--- src/rtl/gprn_pkg.sv ---
// Shared types and constants for the gamepad report normaliser.
// Used by gprn_store, gprn_cond and gamepad_report_normalizer_unit; no dependencies.
package gprn_pkg;

    localparam int SLOT_W  = 3;
    localparam int TDATA_IN_W  = 104;
    localparam int TDATA_OUT_W = 88;

    localparam logic [7:0] REPORT_ID_GAMEPAD = 8'd1;
    localparam logic [7:0] STICK_CENTRE      = 8'd128;

    // APB register indexes (paddr[3:2])
    localparam logic [1:0] REG_DEADZONE    = 2'd0;
    localparam logic [1:0] REG_THRESHOLD   = 2'd1;
    localparam logic [1:0] REG_DELTA_LIMIT = 2'd2;

    localparam logic [7:0] DEADZONE_RST    = 8'd40;
    localparam logic [7:0] THRESHOLD_RST   = 8'd2;
    localparam logic [6:0] DELTA_LIMIT_RST = 7'd12;

    // hat codes, clockwise from up; 8..15 neutral
    localparam logic [3:0] HAT_N  = 4'd0;
    localparam logic [3:0] HAT_NE = 4'd1;
    localparam logic [3:0] HAT_E  = 4'd2;
    localparam logic [3:0] HAT_SE = 4'd3;
    localparam logic [3:0] HAT_S  = 4'd4;
    localparam logic [3:0] HAT_SW = 4'd5;
    localparam logic [3:0] HAT_W  = 4'd6;
    localparam logic [3:0] HAT_NW = 4'd7;

    typedef struct packed {
        logic [7:0]  rpt_id;
        logic [2:0]  device_slot;
        logic [7:0]  interface_instance;
        logic [7:0]  stick_lx;
        logic [7:0]  stick_ly;
        logic [7:0]  stick_rx;
        logic [7:0]  stick_ry;
        logic [17:0] buttons_raw;
        logic [7:0]  trigger_l;
        logic [7:0]  trigger_r;
        logic        finger_lifted;
        logic [23:0] touch_pos;
    } report_t;

    // last kept report of one slot
    typedef struct packed {
        logic [7:0]  lx;
        logic [7:0]  ly;
        logic [7:0]  rx;
        logic [7:0]  ry;
        logic [7:0]  tl;
        logic [7:0]  tr;
        logic [17:0] buttons;
        logic [23:0] touch;
    } prev_t;

    typedef struct packed {
        logic [7:0] deadzone_width;
        logic [7:0] change_threshold;
        logic [6:0] delta_limit;
    } cfg_t;

    typedef struct packed {
        logic [11:0] last_x;
        logic        dragging;
    } touch_t;

    typedef struct packed {
        logic [2:0]  out_slot;
        logic [7:0]  out_instance;
        logic [17:0] buttons;
        logic [7:0]  left_x;
        logic [7:0]  left_y;
        logic [7:0]  right_x;
        logic [7:0]  right_y;
        logic [7:0]  left_trigger;
        logic [7:0]  right_trigger;
        logic [7:0]  touch_delta_x;
    } result_t;

endpackage

--- src/rtl/gprn_store.sv ---
// Previous-report store: one entry per device slot, registered read port,
// write-to-read forwarding and per-entry valid bits. Depends on gprn_pkg.
module gprn_store #(
    parameter int DEPTH  = 8,
    parameter int ADDR_W = 3
) (
    input  logic                 aclk,
    input  logic                 aresetn,
    input  logic                 rd_en,
    input  logic [ADDR_W-1:0]    rd_addr,
    input  logic                 wr_en,
    input  logic [ADDR_W-1:0]    wr_addr,
    input  gprn_pkg::prev_t      wr_data,
    output gprn_pkg::prev_t      rd_data
);

    gprn_pkg::prev_t mem [DEPTH];
    logic [DEPTH-1:0] valid_reg;

    gprn_pkg::prev_t rd_mem_reg;
    gprn_pkg::prev_t fwd_reg;
    logic            rd_vld_reg;
    logic            rd_hit_reg;

    always_ff @(posedge aclk) begin
        if (wr_en) begin
            mem[wr_addr] <= wr_data;
        end
        if (rd_en) begin
            rd_mem_reg <= mem[rd_addr];
            fwd_reg    <= wr_data;
        end
    end

    always_ff @(posedge aclk) begin
        if (!aresetn) begin
            valid_reg  <= '0;
            rd_vld_reg <= 1'b0;
            rd_hit_reg <= 1'b0;
        end else begin
            if (wr_en) begin
                valid_reg[wr_addr] <= 1'b1;
            end
            if (rd_en) begin
                rd_vld_reg <= valid_reg[rd_addr];
                rd_hit_reg <= wr_en && (wr_addr == rd_addr);
            end
        end
    end

    // never-written entry reads as zero
    assign rd_data = rd_hit_reg ? fwd_reg : (rd_vld_reg ? rd_mem_reg : '0);

endmodule

--- src/rtl/gprn_cond.sv ---
// Per-report logic: change detection, hat decode and button remap, stick
// conditioning and touch delta. Combinational. Depends on gprn_pkg.
module gprn_cond (
    input  gprn_pkg::report_t rep,
    input  gprn_pkg::prev_t   prev,
    input  gprn_pkg::cfg_t    cfg,
    input  gprn_pkg::touch_t  touch,
    output logic              changed,
    output gprn_pkg::result_t res,
    output gprn_pkg::touch_t  touch_next
);

    function automatic logic moved(input logic [7:0] a, input logic [7:0] b,
                                   input logic [7:0] thr);
        logic [7:0] d;
        begin
            d = (a >= b) ? (a - b) : (b - a);
            return d > thr;
        end
    endfunction

    function automatic logic [7:0] cond_stick(input logic [7:0] v, input logic [7:0] w);
        logic [8:0] half;
        logic [7:0] v1;
        logic [8:0] v9;
        begin
            half = {2'b00, w[7:1]};
            v1   = (v == 8'd0) ? 8'd1 : v;
            v9   = {1'b0, v1};
            if ((v9 + half > 9'd128) && (v9 < 9'd128 + half)) begin
                return gprn_pkg::STICK_CENTRE;
            end
            return v1;
        end
    endfunction

    logic [3:0]         hat;
    logic               up, down, left, right;
    logic [11:0]        tx;
    logic signed [12:0] diff;
    logic signed [12:0] lim;
    logic signed [12:0] clamped;

    always_comb begin
        changed = moved(rep.stick_lx, prev.lx, cfg.change_threshold)
               || moved(rep.stick_ly, prev.ly, cfg.change_threshold)
               || moved(rep.stick_rx, prev.rx, cfg.change_threshold)
               || moved(rep.stick_ry, prev.ry, cfg.change_threshold)
               || moved(rep.trigger_l, prev.tl, cfg.change_threshold)
               || moved(rep.trigger_r, prev.tr, cfg.change_threshold)
               || (rep.buttons_raw != prev.buttons)
               || (rep.touch_pos != prev.touch);
    end

    always_comb begin
        hat   = rep.buttons_raw[3:0];
        up    = hat inside {gprn_pkg::HAT_NW, gprn_pkg::HAT_N, gprn_pkg::HAT_NE};
        down  = hat inside {gprn_pkg::HAT_SE, gprn_pkg::HAT_S, gprn_pkg::HAT_SW};
        left  = hat inside {gprn_pkg::HAT_SW, gprn_pkg::HAT_W, gprn_pkg::HAT_NW};
        right = hat inside {gprn_pkg::HAT_NE, gprn_pkg::HAT_E, gprn_pkg::HAT_SE};
    end

    // touch delta, clamped to +/- delta_limit
    always_comb begin
        tx   = rep.touch_pos[11:0];
        diff = $signed({1'b0, tx}) - $signed({1'b0, touch.last_x});
        lim  = $signed({6'b0, cfg.delta_limit});
        if (diff > lim) begin
            clamped = lim;
        end else if (diff < -lim) begin
            clamped = -lim;
        end else begin
            clamped = diff;
        end
        if (!rep.finger_lifted) begin
            touch_next.last_x   = tx;
            touch_next.dragging = 1'b1;
        end else begin
            touch_next.last_x   = touch.last_x;
            touch_next.dragging = 1'b0;
        end
    end

    always_comb begin
        res.out_slot      = rep.device_slot;
        res.out_instance  = rep.interface_instance;
        // triangle, square, circle, cross come from bits 7,4,6,5
        res.buttons       = {rep.buttons_raw[17:8], rep.buttons_raw[7], rep.buttons_raw[4],
                             rep.buttons_raw[6], rep.buttons_raw[5], right, left, down, up};
        res.left_x        = cond_stick(rep.stick_lx, cfg.deadzone_width);
        res.left_y        = cond_stick(~rep.stick_ly, cfg.deadzone_width);
        res.right_x       = cond_stick(rep.stick_rx, cfg.deadzone_width);
        res.right_y       = cond_stick(~rep.stick_ry, cfg.deadzone_width);
        res.left_trigger  = rep.trigger_l;
        res.right_trigger = rep.trigger_r;
        res.touch_delta_x = (!rep.finger_lifted && touch.dragging) ? clamped[7:0] : 8'd0;
    end

endmodule

--- src/rtl/gamepad_report_normalizer_unit.sv ---
// Gamepad report normaliser, top level. Depends on gprn_pkg, gprn_store, gprn_cond.
// Requests pass the input register, then the result register; throughput is one
// request per cycle unless results stall; the slot store read is issued at accept
// and forwarded from the write of the request ahead, so same-slot requests stream.
// Reset (aresetn low, synchronous): stages empty, store valid bits and touch tracking
// cleared, registers back to deadzone 40, threshold 2, delta limit 12. No clearing pass.
module gamepad_report_normalizer_unit #(
    parameter int DEVICE_SLOTS = 8
) (
    input  logic         aclk,
    input  logic         aresetn,
    // input request
    input  logic         s_tvalid,
    output logic         s_tready,
    // from bit 0: device_slot[3], interface_instance[8], stick_lx[8], stick_ly[8],
    // stick_rx[8], stick_ry[8], buttons_raw[18], trigger_l[8], trigger_r[8],
    // finger_lifted[1], touch_pos[24], zero pad[2]
    input  logic [gprn_pkg::TDATA_IN_W-1:0] s_tdata,
    // rpt_id[8]
    input  logic [7:0]   s_tuser,
    // result
    output logic         m_tvalid,
    input  logic         m_tready,
    // from bit 0: out_slot[3], out_instance[8], buttons[18], left_x[8], left_y[8],
    // right_x[8], right_y[8], left_trigger[8], right_trigger[8], touch_delta_x[8],
    // zero pad[3]
    output logic [gprn_pkg::TDATA_OUT_W-1:0] m_tdata,
    // configuration
    input  logic         psel,
    input  logic         penable,
    input  logic         pwrite,
    input  logic [3:0]   paddr,
    input  logic [31:0]  pwdata,
    output logic [31:0]  prdata,
    output logic         pready
);

    localparam int ADDR_W = (DEVICE_SLOTS > 1) ? $clog2(DEVICE_SLOTS) : 1;
    localparam int EXT_W  = ADDR_W + gprn_pkg::SLOT_W;

    // ---------------- configuration registers ----------------
    gprn_pkg::cfg_t cfg_reg;

    assign pready = 1'b1;

    always_ff @(posedge aclk) begin
        if (!aresetn) begin
            cfg_reg.deadzone_width   <= gprn_pkg::DEADZONE_RST;
            cfg_reg.change_threshold <= gprn_pkg::THRESHOLD_RST;
            cfg_reg.delta_limit      <= gprn_pkg::DELTA_LIMIT_RST;
        end else if (psel && penable && pwrite && pready) begin
            case (paddr[3:2])
                gprn_pkg::REG_DEADZONE:    cfg_reg.deadzone_width   <= pwdata[7:0];
                gprn_pkg::REG_THRESHOLD:   cfg_reg.change_threshold <= pwdata[7:0];
                gprn_pkg::REG_DELTA_LIMIT: cfg_reg.delta_limit      <= pwdata[6:0];
                default: ;
            endcase
        end
    end

    always_comb begin
        case (paddr[3:2])
            gprn_pkg::REG_DEADZONE:    prdata = {24'd0, cfg_reg.deadzone_width};
            gprn_pkg::REG_THRESHOLD:   prdata = {24'd0, cfg_reg.change_threshold};
            gprn_pkg::REG_DELTA_LIMIT: prdata = {25'd0, cfg_reg.delta_limit};
            default:                   prdata = 32'd0;
        endcase
    end

    // ---------------- input stage ----------------
    gprn_pkg::report_t s_rep;
    gprn_pkg::report_t a_rep_reg;
    logic              a_vld_reg;
    logic              s_fire;

    always_comb begin
        s_rep.rpt_id             = s_tuser;
        s_rep.device_slot        = s_tdata[2:0];
        s_rep.interface_instance = s_tdata[10:3];
        s_rep.stick_lx           = s_tdata[18:11];
        s_rep.stick_ly           = s_tdata[26:19];
        s_rep.stick_rx           = s_tdata[34:27];
        s_rep.stick_ry           = s_tdata[42:35];
        s_rep.buttons_raw        = s_tdata[60:43];
        s_rep.trigger_l          = s_tdata[68:61];
        s_rep.trigger_r          = s_tdata[76:69];
        s_rep.finger_lifted      = s_tdata[77];
        s_rep.touch_pos          = s_tdata[101:78];
    end

    // ---------------- processing ----------------
    gprn_pkg::prev_t   prev;
    gprn_pkg::prev_t   wr_prev;
    gprn_pkg::result_t res;
    gprn_pkg::touch_t  touch_reg;
    gprn_pkg::touch_t  touch_next;
    logic              changed;
    logic              a_in_range;
    logic              a_emit;
    logic              a_fire;
    logic              out_free;
    logic [EXT_W-1:0]  s_addr_ext;
    logic [EXT_W-1:0]  a_addr_ext;

    assign s_addr_ext = EXT_W'(s_rep.device_slot);
    assign a_addr_ext = EXT_W'(a_rep_reg.device_slot);

    // slots at or above the store depth are dropped
    assign a_in_range = (32'(a_rep_reg.device_slot) < DEVICE_SLOTS);
    assign a_emit     = a_vld_reg && (a_rep_reg.rpt_id == gprn_pkg::REPORT_ID_GAMEPAD)
                        && a_in_range && changed;

    // dropped requests leave without needing result space
    assign out_free = !m_tvalid || m_tready;
    assign a_fire   = a_vld_reg && (!a_emit || out_free);
    assign s_tready = !a_vld_reg || a_fire;
    assign s_fire   = s_tvalid && s_tready;

    always_comb begin
        wr_prev.lx      = a_rep_reg.stick_lx;
        wr_prev.ly      = a_rep_reg.stick_ly;
        wr_prev.rx      = a_rep_reg.stick_rx;
        wr_prev.ry      = a_rep_reg.stick_ry;
        wr_prev.tl      = a_rep_reg.trigger_l;
        wr_prev.tr      = a_rep_reg.trigger_r;
        wr_prev.buttons = a_rep_reg.buttons_raw;
        wr_prev.touch   = a_rep_reg.touch_pos;
    end

    gprn_store #(
        .DEPTH  (DEVICE_SLOTS),
        .ADDR_W (ADDR_W)
    ) u_store (
        .aclk    (aclk),
        .aresetn (aresetn),
        .rd_en   (s_fire),
        .rd_addr (s_addr_ext[ADDR_W-1:0]),
        .wr_en   (a_emit && a_fire),
        .wr_addr (a_addr_ext[ADDR_W-1:0]),
        .wr_data (wr_prev),
        .rd_data (prev)
    );

    gprn_cond u_cond (
        .rep        (a_rep_reg),
        .prev       (prev),
        .cfg        (cfg_reg),
        .touch      (touch_reg),
        .changed    (changed),
        .res        (res),
        .touch_next (touch_next)
    );

    always_ff @(posedge aclk) begin
        if (s_fire) begin
            a_rep_reg <= s_rep;
        end
    end

    // ---------------- result register and control ----------------
    gprn_pkg::result_t o_res_reg;
    logic              o_vld_reg;

    always_ff @(posedge aclk) begin
        if (a_emit && a_fire) begin
            o_res_reg <= res;
        end
    end

    always_ff @(posedge aclk) begin
        if (!aresetn) begin
            a_vld_reg <= 1'b0;
            o_vld_reg <= 1'b0;
            touch_reg <= '0;
        end else begin
            if (s_fire) begin
                a_vld_reg <= 1'b1;
            end else if (a_fire) begin
                a_vld_reg <= 1'b0;
            end
            o_vld_reg <= (a_emit && a_fire) || (o_vld_reg && !m_tready);
            // touch tracking moves only with a result
            if (a_emit && a_fire) begin
                touch_reg <= touch_next;
            end
        end
    end

    assign m_tvalid = o_vld_reg;
    assign m_tdata  = {3'd0, o_res_reg.touch_delta_x, o_res_reg.right_trigger,
                       o_res_reg.left_trigger, o_res_reg.right_y, o_res_reg.right_x,
                       o_res_reg.left_y, o_res_reg.left_x, o_res_reg.buttons,
                       o_res_reg.out_instance, o_res_reg.out_slot};

    // ---------------- assertions ----------------
    a_ready_when_empty: assert property (@(posedge aclk) disable iff (!aresetn)
        !a_vld_reg |-> s_tready)
        else $error("input stage empty but request refused");

    a_emit_lands: assert property (@(posedge aclk) disable iff (!aresetn)
        (a_emit && a_fire) |=> o_vld_reg)
        else $error("emitted request lost before result register");

    a_drop_no_result: assert property (@(posedge aclk) disable iff (!aresetn)
        (a_fire && !a_emit && !(o_vld_reg && !m_tready)) |=> !o_vld_reg)
        else $error("dropped request produced a result");

    a_lift_clears_drag: assert property (@(posedge aclk) disable iff (!aresetn)
        (a_emit && a_fire && a_rep_reg.finger_lifted) |=> !touch_reg.dragging)
        else $error("finger lift did not clear dragging");

endmodule

--- config.mk ---
export PLATFORM = sky130hd
export DESIGN_NAME = gamepad_report_normalizer_unit
export DESIGN_NICKNAME = d
export VERILOG_FILES = /design/src/rtl/gprn_pkg.sv /design/src/rtl/gprn_store.sv /design/src/rtl/gprn_cond.sv /design/src/rtl/gamepad_report_normalizer_unit.sv
export SDC_FILE = /design/constraint.sdc
export NUM_CORES = 1
export LEC_CHECK = 0
export ABC_AREA = 1
export CAP_MARGIN = 20
export CORE_MARGIN = 2
export CORE_UTILIZATION = 47
export CTS_CLUSTER_DIAMETER = 30
export DETAILED_ROUTE_END_ITERATION = 12
export DONT_BUFFER_PORTS = 1
export SKIP_CTS_REPAIR_TIMING = 1
export SLEW_MARGIN = 15
export SYNTH_ARGS = -nofsm -noshare
export SYNTH_HDL_FRONTEND = slang
export SYNTH_HIERARCHICAL = 1
export SYNTH_SLANG_ARGS = --single-unit
--- constraint.sdc ---
create_clock -name aclk -period 21.8 [get_ports aclk]
set_input_delay 1.09 -clock aclk [delete_from_list [all_inputs] [get_ports aclk]]
set_output_delay 1.09 -clock aclk [all_outputs]
set_load 0.01 [all_outputs]
# ---- After elaboration in Yosys (flattened, before gate mapping)
# Memory sizes are Yosys's and may differ from the RTL's. A register that Yosys moved wholly into a read port is not among the register bits.
# Index checks and enable logic that the tools add are counted.
dict set report word_totals {
  output_inout_bits 123
  ram_bits 720
  n_memories 1
  regBits 333
  word_cells 187
  input_bits 155
}
# name depth word_bits read_ports rd_clocked_by_memory_dff wr line
set memory_table {}
lappend memory_table {u_store.mem 8 90 1 1 1 gprn_store.sv:17} ;# gprn_pkg::prev_t mem [DEPTH];
dict set report classes {
  bitwise 5
  n_addsub 19
  n_mux 36
  eq_ne 13
  order_cmp 25
  n_reduce_logical 47
}
# operator count
set op_table {}
lappend op_table {{90-bit two-way mux} 2}
lappend op_table {{8-bit two-way mux} 19}
lappend op_table {{8-bit subtractor} 12}
lappend op_table {{8-bit >= comparator} 6}
lappend op_table {{8-bit > comparator} 6}
lappend op_table {{8-bit by 7-bit adder with 9-bit output} 4}
lappend op_table {{9-bit by 8-bit > comparator with 1-bit output, second input constant} 4}
lappend op_table {{8-bit by 9-bit less-than comparator with 1-bit output} 4}
lappend op_table {{8-bit logical NOT} 4}
lappend op_table {{24-bit inequality test} 1}
lappend op_table {{8-bit one-hot mux with 3 select lines} 1}
lappend op_table {{18-bit inequality test} 1}
lappend op_table {{4-bit by 3-bit equality test with 1-bit output, second input constant} 4}
lappend op_table {{8-bit NOT} 2}
lappend op_table {{1-bit logical AND} 15}
lappend op_table {{13-bit by 8-bit > comparator with 1-bit output} 1}
lappend op_table {{13-bit less-than comparator} 1}
lappend op_table {{7-bit negation with 13-bit output} 1}
lappend op_table {{12-bit by 12-bit subtractor with 13-bit output} 1}
lappend op_table {{3-bit nonzero test} 4}
lappend op_table {{1-bit logical OR} 11}
lappend op_table {{1-bit two-way mux} 11}
lappend op_table {{8-bit by 7-bit adder with 9-bit output, first input constant} 1}
lappend op_table {{4-bit by 2-bit equality test with 1-bit output, second input constant} 2}
lappend op_table {{other kinds (18)} 27}

# ---- Logic depth before layout (Yosys ltp)
# Gate-level depths: netlist (run 1).
dict set report logic_depth {
  depth_word 19
  depth_mapped 41
  depth_no_buf 38
}

# ---- By module
# The synthesis (run 1) kept the hierarchy.
# mod seq_area_each_um2 area_each_um2 cells_per_inst instances
set by_module_without_submodules {}
lappend by_module_without_submodules {gprn_store 27226.1 34993.6 2596 1}
lappend by_module_without_submodules {gprn_cond 0.0 10417.5 1696 1}
lappend by_module_without_submodules {gamepad_report_normalizer_unit 6616.3 7872.6 505 1}

# ---- Least setup slack after synthesis (run 1)
# OpenSTA, ideal clock, no wires.
dict set report synth_path {
  kind {reg2reg}
  startpoint {register u_store.rd_hit_reg}
  endpoint {register u_store.rd_vld_reg}
  setup_time_ns 0.167
  period_less_slack_ns 10.429
  required_time_ns 21.633
  path_buffers 2
  stages_incl_launch_ff 34
  slack_ns 11.371
  t_arrival_ns 10.262
  cell_sequence {dfxtp_1 > clkbuf_1 > clkbuf_1 > nand2_1 > nand2_1 > ha_1 > inv_1 > fa_1 > nand2_1 > nand2_1 > nand2_1 > nand3_2 > inv_1 > nand2_1 > nand2_1 > nand2_1 > nand2_1 > inv_1 > ha_1 > nand2_1 > inv_1 > a221oi_1 > o21ai_0 > o41ai_1 > nand4_1 > inv_1 > nor2_1 > nand2_1 > inv_1 > nand3_1 > nand2_1 > inv_1 > o21ai_0 > a21oi_1}
}
# item line
set synth_lines {}
lappend synth_lines {{from (decl)} gprn_store.sv:23} ;# logic rd_hit_reg;
lappend synth_lines {{from (signal assigned)} gprn_store.sv:46} ;# rd_hit_reg <= wr_en && (wr_addr == rd_addr);
lappend synth_lines {{to (signal assigned)} gprn_store.sv:45} ;# rd_vld_reg <= valid_reg[rd_addr];
lappend synth_lines {{to (decl)} gprn_store.sv:22} ;# logic rd_vld_reg;

==> flow_metrics.env, run 1 <==
export IMPL_status="finished clean"
export IMPL_fmax_mhz=111
export IMPL_worstHoldPathType="in2reg"
export IMPL_path_depth=31
export IMPL_route_detailed_drc=0
export IMPL_syn_to_final_growth_pct=17.2
export IMPL_num_rows=123
export IMPL_grt_max_degree=369
export IMPL_path_buf_inv=11
export IMPL_io_pins=278
export IMPL_h_tree_depth=4
export IMPL_min_period_ns=8.98
export IMPL_cts_sinks=1143
export IMPL_dp_hpwl_um=71100
export IMPL_synth_seq_cells=1143
export IMPL_die_w_um=341
export IMPL_max_cap_violations=0
export IMPL_final_common_cell="edfxtp_1"
export IMPL_synth_top_family_by_area="simple AND/OR/NAND/NOR gates"
export IMPL_irDropWorstVdd_mv=0.0850
export IMPL_required_ns=22.21
export IMPL_critPathMostFrequentCell="nand2_1"
export IMPL_dp_cells=6090
export IMPL_drt_pass1_iter_count=5
export IMPL_relSlewSlack_pct=25.3
export IMPL_vias=35400
export IMPL_critPathTopFamily="buffers and inverters"
export IMPL_syn_cell_area_um2=53300
export IMPL_r2r_cells=31
export IMPL_grt_pass1_wl_um=200000
export IMPL_vias_per_cell=5.40
export IMPL_worst_pin_slew_ns=1.12
export IMPL_syn_inst=4797
export IMPL_synth_edf_count=1095
export IMPL_critPathLaunchType="flop"
export IMPL_start_util_pct=47.4
export IMPL_die_h_um=341
export IMPL_cellPowerDensity_nw_per_um2=108
export IMPL_finalInstanceArea_um2=62400
export IMPL_antenna_left=0
export IMPL_fin_skew_ns=0.0727
export IMPL_p_total_mw=6.76
export IMPL_yosys_warnings=6
export IMPL_die_area_um2=116000
export IMPL_ys_seq_area_share_pct=63.5
export IMPL_slowest_stage="nor2_4"
export IMPL_async_reset_ff_share_pct=0
export IMPL_dpl_cell_area_um2=53900
export IMPL_clk_insertion_delay_late_ns=0.83
export IMPL_syn_area_per_cell_um2=11.1
export IMPL_crit_type="reg2reg"
export IMPL_root_buffer="clkbuf_16"
export IMPL_largest_reg_flops=720
export IMPL_fin_crit_sh_pct=41.2
export IMPL_synth_mux_area_fraction_pct=0.0376
export IMPL_synthAdderAreaFrac_pct=6.11
export IMPL_final_cell_mix="edfxtp_1, nand2_1, nor2_1"
export IMPL_cts_made_buffers=241
export IMPL_cp_end_kind="flop"
export IMPL_grt_setup_unrepaired="no"
export IMPL_slowest_delay_ns=0.79
export IMPL_overflow=0
export IMPL_grtUsageTotal_pct=22.4
export IMPL_hold_violations=0
export IMPL_place_congestion=0.867
export IMPL_cts_tree="yes"
export IMPL_whs_path_depth=0
export IMPL_grt_pass1_vias=34500
export IMPL_crit_fanout=55
export IMPL_n_fill_cell=9325
export IMPL_core_um2=112000
export IMPL_wl_um=132000
export IMPL_first_iter_violations=2828
export IMPL_final_setup_viol_count=0
export IMPL_antenna_found_initial=5
export IMPL_yosys_most_used_dff="edfxtp_1"
export IMPL_fin_tns_setup_ns=0
export IMPL_port_buffers=0
export IMPL_synthSimpleGateAreaFrac_pct=13.5
export IMPL_synthXorXnorAreaFrac_pct=1.66
export IMPL_power_leakage_nw=24.0
export IMPL_synth_compound_area_share_pct=8.95
export IMPL_clkTransAtPathRegs_ns=0.05
export IMPL_synthDistinctLibCells=58
export IMPL_nets=5238
export IMPL_drive_above_1_share_pct=10.5
export IMPL_final_cells=6553
export IMPL_wire_per_inst_um=20.1
export IMPL_arrival_ns=9.39
export IMPL_slew_violations=0
export IMPL_clockBufferDepth=3
## layout make-up
| class | count | area [µm²] | area share [%] |
|---|---|---|---|
| Clock inverter | 190 | 2280 | 3.65 |
| Antenna cell | 3 | 7.51 | 0.0120 |
| Tap cell | 1500 | 1880 | 3.01 |
| Sequential cell | 1143 | 33900 | 54.2 |
| Timing Repair Buffer | 35 | 263 | 0.421 |
| Multi-Input combinational cell | 2992 | 16300 | 26.1 |
| Clock buffer | 270 | 6240 | 10.0 |
| Inverter | 420 | 1610 | 2.58 |
## cells by family after synthesis
| family | count (synthesis) |
|---|---|
| simple gates | 1753 |
| flops | 1143 |
| compound gates | 858 |
| buf+inv | 688 |
| fa+ha+maj | 250 |
| xor+xnor | 101 |
| other cells | 2 |
| mux | 2 |
## stage by stage
| stage | hold slack, ns | setup WS, ns | utilization [%] |
|---|---|---|---|
| floorplan | 0.440 | 11.37 | - |
| global placement | 0.401 | 12.79 | 47.9 |
| detailed placement | 0.406 | 12.77 | 47.9 |
| CTS | 0.308 | 12.75 | 55.5 |
| global route | 0.323 | 12.24 | 55.5 |
| finish | 0.354 | 12.82 | 55.5 |
## where the power goes
part	switching, mW	internal, mW	total, mW	leakage [nW]
clock	1.24	2.48	3.72	4.01
combinational	0.322	0.180	0.502	9.53
sequential	0.0620	2.48	2.54	10.5
total	1.62	5.14	6.76	24.0
## per-layer routing
layer / up-vias / wire length (µm) / GRT usage, %
met5: - / 56 / 0
met4: 8 / 2630 / 6.64
met3: 214 / 8430 / 4.37
met2: 1093 / 60900 / 35.7
met1: 17300 / 59900 / 31.2
li1: 16800 / - / -
## Yosys cell counts (4+ instances only)
library cell	instances	area share [%]
buf_6	43	0.91
o21ai_0	302	2.8
buf_2	36	0.34
a211oi_2	5	0.12
a21oi_2	4	0.066
xor2_1	75	1.2
o21ai_1	148	1.4
buf_4	75	1.1
o221ai_1	12	0.20
clkbuf_1	103	0.73
nor4_1	8	0.094
buf_1	7	0.049
nand2_2	18	0.21
inv_1	406	2.9
nand3_2	5	0.094
a21o_1	8	0.11
nand4_1	51	0.60
ha_1	233	5.5
o211ai_1	25	0.35
inv_2	13	0.092
edfxtp_1	1095	62
fa_1	17	0.64
o22ai_1	182	2.1
nor2_1	542	3.8
nand2_1	896	6.3
or2_2	13	0.15
a21oi_1	151	1.4
nand3_1	178	1.7
nand3b_1	10	0.14
xnor2_1	26	0.43
dfxtp_1	48	1.8
nor2_2	4	0.047
nor3_1	13	0.12
## final timing paths
check / startpoint / endpoint / slack, ns
min reg2reg: a_rep_reg[97]$_DFFE_PP_ / m_tdata[9]$_DFFE_PP_ / 0.42
max reg2reg: u_store/rd_hit_reg$_SDFFE_PN0P_ / u_store/mem[3][87]$_DFFE_PP_ / 12.82
min: s_tdata[16] / a_rep_reg[88]$_DFFE_PP_ / 0.35
max: u_store/rd_hit_reg$_SDFFE_PN0P_ / u_store/mem[3][87]$_DFFE_PP_ / 12.82
Power figures use the tool's default switching activity.
==> run 2, diff against run 1 <==
==> constraint.sdc (replaced) <==
create_clock -name aclk -period 8.6 [get_ports aclk]
set_input_delay 0.43 -clock aclk [delete_from_list [all_inputs] [get_ports aclk]]
set_output_delay 0.43 -clock aclk [all_outputs]
set_load 0.01 [all_outputs]
==> run 2 against run 1 <==
  * The run now ends with hold timing left
  * Worst hold slack got worse by 0.36 ns
  * Via count increased by 1.8%
  * Clock power increased to 2.5 times the previous value
  * Die area unchanged
  * Sequential share of layout area decreased by 1.3 points
  * Register-to-register slack got worse by 11 ns
  * Combinational power increased to 2.7 times the previous value
  * Worst setup slack got worse by 11 ns
  * Maximum frequency increased by 25%
  * Power increased to 2.5 times the previous value
  * Largest cell class unchanged
==> flow_metrics.env, run 2 (synthesis results as in run 1) <==
export IMPL_critPathLaunchType="flop"
export IMPL_num_rows=123
export IMPL_slew_violations=0
export IMPL_grt_use_met2_pct=36.3
export IMPL_arrival_ns=7.65
export IMPL_nets=5371
export IMPL_place_congestion=0.888
export IMPL_overflow=0
export IMPL_wire_per_inst_um=20.0
export IMPL_die_h_um=341
export IMPL_fin_util_pct=56.8
export IMPL_worstHoldPathType="in2reg"
export IMPL_grt_pass1_vias=34600
export IMPL_seq_power_share_pct=37.5
export IMPL_clockBufferDepth=3
export IMPL_io_pins=278
export IMPL_dpl_cell_area_um2=54200
export IMPL_drt_pass1_iter_count=6
export IMPL_drive_above_1_share_pct=10.4
export IMPL_critPathTopFamily="simple AND/OR/NAND/NOR gates"
export IMPL_route_detailed_drc=0
export IMPL_h_tree_depth=4
export IMPL_max_cap_violations=0
export IMPL_final_cell_mix="edfxtp_1, nand2_1, nor2_1"
export IMPL_internal_power_mw=13.0
export IMPL_power_leakage_nw=24.7
export IMPL_final_common_cell="edfxtp_1"
export IMPL_violations="hold timing"
export IMPL_use_met3_pct=4.82
export IMPL_fin_skew_ns=0.0570
export IMPL_reg2reg_to="u_store/mem[1][30]$_DFFE_PP_"
export IMPL_grt_pass1_wl_um=201000
export IMPL_start_util_pct=47.4
export IMPL_min_to="cfg_reg[2]$_SDFFE_PN1P_"
export IMPL_largest_reg_flops=720
export IMPL_r2r_slack_ns=1.40
export IMPL_die_area_um2=116000
export IMPL_final_setup_viol_count=0
export IMPL_vias_per_cell=5.40
export IMPL_grt_setup_unrepaired="no"
export IMPL_cts_sinks=1143
export IMPL_crit_type="reg2reg"
export IMPL_r2r_cells=34
export IMPL_fmax_mhz=139
export IMPL_critPathMostFrequentCell="nand2_1"
export IMPL_p_sw_mw=4.13
export IMPL_status="complete, but fails checks"
export IMPL_port_buffers=0
export IMPL_hold_violations=1
export IMPL_slowest_delay_ns=0.76
export IMPL_core_um2=112000
export IMPL_grt_max_degree=369
export IMPL_comb_power_share_pct=7.8
export IMPL_first_iter_violations=2882
export IMPL_min_period_ns=7.20
export IMPL_hold_path_startpoint="paddr[3]"
export IMPL_cts_made_buffers=235
export IMPL_relSlewSlack_pct=20.6
export IMPL_fin_crit_sh_pct=83.8
export IMPL_cts_tree="yes"
export IMPL_vias=36000
export IMPL_slowest_stage="dfxtp_4"
export IMPL_swShare_pct=24.1
export IMPL_clock_power_share_pct=54.6
export IMPL_cp_end_kind="flop"
export IMPL_required_ns=9.04
export IMPL_worst_pin_slew_ns=1.18
export IMPL_clkTransAtPathRegs_ns=0.05
export IMPL_path_buf_inv=9
export IMPL_die_w_um=341
export IMPL_antenna_left=0
export IMPL_syn_to_final_growth_pct=20.0
export IMPL_wl_um=133000
export IMPL_grtUsageTotal_pct=22.5
export IMPL_dp_hpwl_um=74000
export IMPL_antenna_found_initial=4
export IMPL_whs_path_depth=4
export IMPL_grtUsageMet1_pct=30.6
export IMPL_r2r_start="u_store/rd_hit_reg$_SDFFE_PN0P_"
export IMPL_finalInstanceArea_um2=63900
export IMPL_root_buffer="clkbuf_16"
export IMPL_whs_ns=-0.00142
export IMPL_cellPowerDensity_nw_per_um2=268
export IMPL_crit_fanout=40
export IMPL_top_usage_layer="met2"
export IMPL_clk_insertion_delay_late_ns=0.82
export IMPL_irDropWorstVdd_mv=0.307
## run 2: final cells by class
cell class | instances | area (µm²)
Fill cell | 9242 | 48600
Sequential cell | 1143 | 33900
Clock buffer | 252 | 5970
Antenna cell | 3 | 7.51
Clock inverter | 194 | 2460
Tap cell | 1500 | 1880
Inverter | 420 | 1610
Multi-Input combinational cell | 2992 | 16300
Timing Repair Buffer | 174 | 1870
## run 2: power groups by stage
stage	clock network, mW	registers, mW	logic [mW]
floorplan	0	6.47	1.06
global placement	0	6.55	1.24
detailed placement	0	6.55	1.26
CTS	9.50	6.45	1.27
global route	9.79	6.46	1.53
finish	9.38	6.44	1.34
## run 2: routing by layer
| layer | part of all wire [%] | vias to the layer above |
|---|---|---|
| li1 | - | 17100 |
| met1 | 45 | 17600 |
| met2 | 46 | 1181 |
| met3 | 6.5 | 194 |
| met4 | 2.1 | 0 |
| met5 | 0 | - |
## run 2: worst max-delay path by stage
stage                     slack (ns)                             from                      endpoint  cells past startpoint
after global routing            0.82  u_store/rd_hit_reg$_SDFFE_PN0P_  u_store/mem[1][30]$_DFFE_PP_                     30
after floorplan                -1.64  u_store/rd_hit_reg$_SDFFE_PN0P_   u_store/mem[3][0]$_DFFE_PP_                     30
after global placement          1.47  u_store/rd_hit_reg$_SDFFE_PN0P_  u_store/mem[1][30]$_DFFE_PP_                     30
after detailed placement        1.45  u_store/rd_hit_reg$_SDFFE_PN0P_  u_store/mem[1][30]$_DFFE_PP_                     30
after CTS                       1.41  u_store/rd_hit_reg$_SDFFE_PN0P_  u_store/mem[1][19]$_DFFE_PP_                     29
final                           1.40  u_store/rd_hit_reg$_SDFFE_PN0P_  u_store/mem[1][30]$_DFFE_PP_                     34
## run 2: tightest hold or removal path, cell delays in order
cell and delay [ns]:
nand2_1 0.06, nor2_1 0.11, nand2_1 0.08, nand3_1 0.07
## run 2: stage by stage
stage	worst slack [ns]	TNS, ns	cells	power, mW
CTS	1.41	0	6549	17.2
floorplan	-1.64	-595.61	4823	7.53
finish	1.40	0	6678	17.2
global route	0.819	0	6676	17.8
detailed placement	1.45	0	6103	7.81
global placement	1.47	0	6103	7.79
